===== src/sv/gflj_ram.sv =====
// Generic single-write, single-read synchronous RAM with a registered read port.
// Used for both matrix stores of the jump-ahead core. No dependencies.
`default_nettype none

module gflj_ram #(
    parameter int WIDTH = 48,
    parameter int DEPTH = 48
) (
    input  wire logic                     i_clk,
    input  wire logic                     i_we,
    input  wire logic [$clog2(DEPTH)-1:0] i_waddr,
    input  wire logic [WIDTH-1:0]         i_wdata,
    input  wire logic [$clog2(DEPTH)-1:0] i_raddr,
    output logic      [WIDTH-1:0]         o_rdata
);

    logic [WIDTH-1:0] mem [DEPTH];

    // Write port and registered read port.
    always_ff @(posedge i_clk) begin
        if (i_we) begin
            mem[i_waddr] <= i_wdata;
        end
        o_rdata <= mem[i_raddr];
    end

endmodule

`default_nettype wire

===== config.mk =====
export PLATFORM = sky130hd
export DESIGN_NAME = gflj_ram
export DESIGN_NICKNAME = d
export VERILOG_FILES = /design/src/sv/gflj_ram.sv
export SDC_FILE = /design/constraint.sdc
export NUM_CORES = 2
export LEC_CHECK = 0
export BUFFER_PORTS_ARGS = -buffer_cell sky130_fd_sc_hd__buf_2
export CAP_MARGIN = 20
export CELL_PAD_IN_SITES_DETAIL_PLACEMENT = 1
export CELL_PAD_IN_SITES_GLOBAL_PLACEMENT = 2
export CORE_MARGIN = 10
export CORE_UTILIZATION = 51
export CTS_CLUSTER_SIZE = 16
export DETAILED_ROUTE_END_ITERATION = 8
export GPL_TIMING_DRIVEN = 0
export PLACE_DENSITY_LB_ADDON = 0.1
export SLEW_MARGIN = 10
export SYNTH_ARGS = -nofsm -noshare
export SYNTH_HDL_FRONTEND = slang
export SYNTH_SLANG_ARGS = --single-unit
export TNS_END_PERCENT = 30

===== constraint.sdc =====
create_clock -name i_clk -period 6.72 [get_ports i_clk]
set_input_delay 1.344 -clock i_clk [delete_from_list [all_inputs] [get_ports i_clk]]
set_output_delay 1.344 -clock i_clk [all_outputs]
set_load 0.02 [all_outputs]

==> flow_metrics.tcl <==
set metrics [dict create \
    dieArea_mm2 0.191 \
    grt_pass1_vias 45600 \
    drtPass1Iterations 5 \
    slew_headroom 0.181 \
    crit_path_end "o_rdata[46]" \
    power_mw 30.8 \
    synthesis.area_mm2 0.0887 \
    cts-hold-fix-buffers 0 \
    layout_common_cells "edfxtp_1, mux4_2, clkbuf_16" \
    htreeDepth 4 \
    area_growth_syn_to_layout_pct 15.9 \
    overflow 0 \
    seqCellArea_mm2 0.0701 \
    ir_worst_vdd_mv 0.279 \
    synth_xor_area_frac 0 \
    fp.dieH_um 437 \
    clk_pin_slew_ns 0.06 \
    ys.flop_type "edfxtp_1" \
    min_period_ns 4.25 \
    synth-seq-cells 2352 \
    layout.nets 4364 \
    final-setup-viol-count 0 \
    grt_start_max_net_pins 49 \
    r2r_start "mem[11][1]" \
    hold_path_class "reg2reg" \
    dp_hpwl_mm 171 \
    synthSimpleGateAreaFrac 0.00955 \
    postLayoutSetupSlackWorst_ns 2.47 \
    root_buffer "clkbuf_16" \
    cts_sinks 2352 \
    post-route-period-util 0.633 \
    layout_commonest_cell "edfxtp_1" \
    reg2regPathDepth 4 \
    mappedNetlistNets 3875 \
    required_ns 7.39 \
    ios 110 \
    slew_viol_final 0 \
    synth_warnings 0 \
    io_buffers 101 \
    ys_async_sr_fraction 0 \
    drt_iter0_drc 5510 \
    fp.coreArea_mm2 0.173 \
    ant_nets 0 \
    grt_antenna_before_repair 13 \
    clock_skew_ns 0.0265 \
    die_width_um 437 \
    worstMarginPinSlew_ns 1.23 \
    multiInputGateArea_mm2 0.0178 \
    cts_buffers 233 \
    cts_setup_buffers 0 \
    tritoncts "yes" \
    drv_cap 0 \
    cp_max_fo 10 \
    r2r_slack_ns 4.33 \
    place_ws_ns 1.49 \
    routed_wirelength_mm 257 \
    start_kind "input port" \
    placementRows 153 \
    synthAdderAreaFrac 0 \
    setup_tns_ns 0 \
    synthMuxAreaShare 0.164 \
    synth_edf_count 2304 \
    criticalPathCategory "in2reg" \
    grtUsageMet1 0.367 \
    gp_congestion 0.777 \
    leakagePower_nw 32.5 \
    crit_path_end_kind "flip-flop" \
    avgSynthCellArea_um2 23.3 \
    drc 0 \
    drive_gt1_frac 0.301 \
    grtUsageMet2 0.446 \
    viasPerCell 6.36 \
    start_util 0.512 \
    wire_per_inst_um 37.6 \
    crit_arrival_ns 4.93 \
    post_cts_resized 0 \
    ys_seq_area_frac 0.791 \
    cts_buffer_depth 3 \
    rsz0062_at_grt "false" \
    netlist_instances 3813 \
    synth_compound_area_frac 0.0225 \
    fillCellCount 14300 \
    critPathLaunch "i_raddr[3]" \
    yosysUniqueCellTypes 34 \
    gr-max-usage-layer "met2" \
    insertion_delay_ns 0.88 \
    grt_use_met3 0.0407 \
    p_per_area_mw_per_mm2 299 \
    hold_viol_final 0 \
    outcome "complete, no violations" \
    synth_top_family_by_area "multiplexers" \
    grt_first_pass_wirelength_mm 360 \
    dr_total_vias 43500 \
    r2r_end "o_rdata[1]" \
    clock.fmax_ghz 0.235 \
    grt_use_total 0.268 \
]
metrics by stage:
step / hold WS, ns / instances / utilization / area, um2
6_report: 0.822 / 6835 / 0.593 / 103000
5_1_grt: 0.892 / 6833 / 0.593 / 103000
4_1_cts: 0.830 / 6831 / 0.593 / 103000
3_5_place_dp: 0.819 / 6390 / 0.549 / 95300
3_3_place_gp: 0.821 / 6239 / 0.531 / 92100
2_1_floorplan: 0.660 / 3813 / - / 88700
worst max-delay path, stage by stage:
cell and delay (ns):
buf_2 0.13, clkbuf_1 0.83, clkbuf_1 0.70, buf_1 0.86, mux4_2 0.47, a21oi_1 0.33, o21ai_1 0.22
cells by family after synthesis:
logic type	Yosys count
AO/OA/AOI/OAI	316
buffers and inverters	213
flip-flops	2352
multiplexers	757
AND/OR/NAND/NOR	175
per-layer routing:
| metal | up-vias | wire (um) |
|---|---|---|
| met5 | - | 29 |
| met4 | 6 | 8660 |
| met3 | 399 | 16500 |
| met2 | 1903 | 129000 |
| met1 | 23800 | 103000 |
| li1 | 17300 | - |
power breakdown:
group | switching (mW) | internal (mW) | total (mW) | leakage [nW]
Clock | 5.54 | 7.31 | 12.8 | 3.70
Combinational | 1.07 | 0.565 | 1.64 | 7.71
Sequential | 0.0317 | 16.2 | 16.3 | 21.1
Total | 6.64 | 24.1 | 30.8 | 32.5
sequential cells by signal (all words and copies together), names as in the netlist:
register  count
o_rdata      48
mem        2304
layout make-up:
cell class,instances,share of cell area
sequential,2352,0.682
multi-input combinational,1248,0.173
clock buffer,300,0.0620
timing repair buffer,254,0.0320
tap,2325,0.0283
buffer,212,0.0112
clock inverter,141,0.0111
antenna,2,0.0000487
inverter,1,0.0000365
Yosys cell counts (34+ instances only):
master / count / area (um2)
a21oi_1: 83 / 415
buf_2: 34 / 170
buf_4: 45 / 338
clkbuf_1: 95 / 357
dfxtp_1: 48 / 961
edfxtp_1: 2304 / 69200
mux2i_1: 169 / 1690
mux4_2: 557 / 12500
nand2_1: 37 / 139
nor2_1: 63 / 236
o21ai_1: 37 / 185
o22ai_1: 99 / 619
how the worst min path moves through the flow:
stage          cells past startpoint        start  slack, ns          end
6_report                           4  mem[16][10]       0.82  o_rdata[10]
5_1_grt                            4  mem[16][18]       0.89  o_rdata[18]
4_1_cts                            4  mem[17][34]       0.83  o_rdata[34]
3_5_place_dp                       4  mem[17][34]       0.82  o_rdata[34]
3_3_place_gp                       4  mem[16][36]       0.82  o_rdata[36]
2_1_floorplan                      4  mem[16][10]       0.66  o_rdata[10]
(Power assumes the default switching activity.)
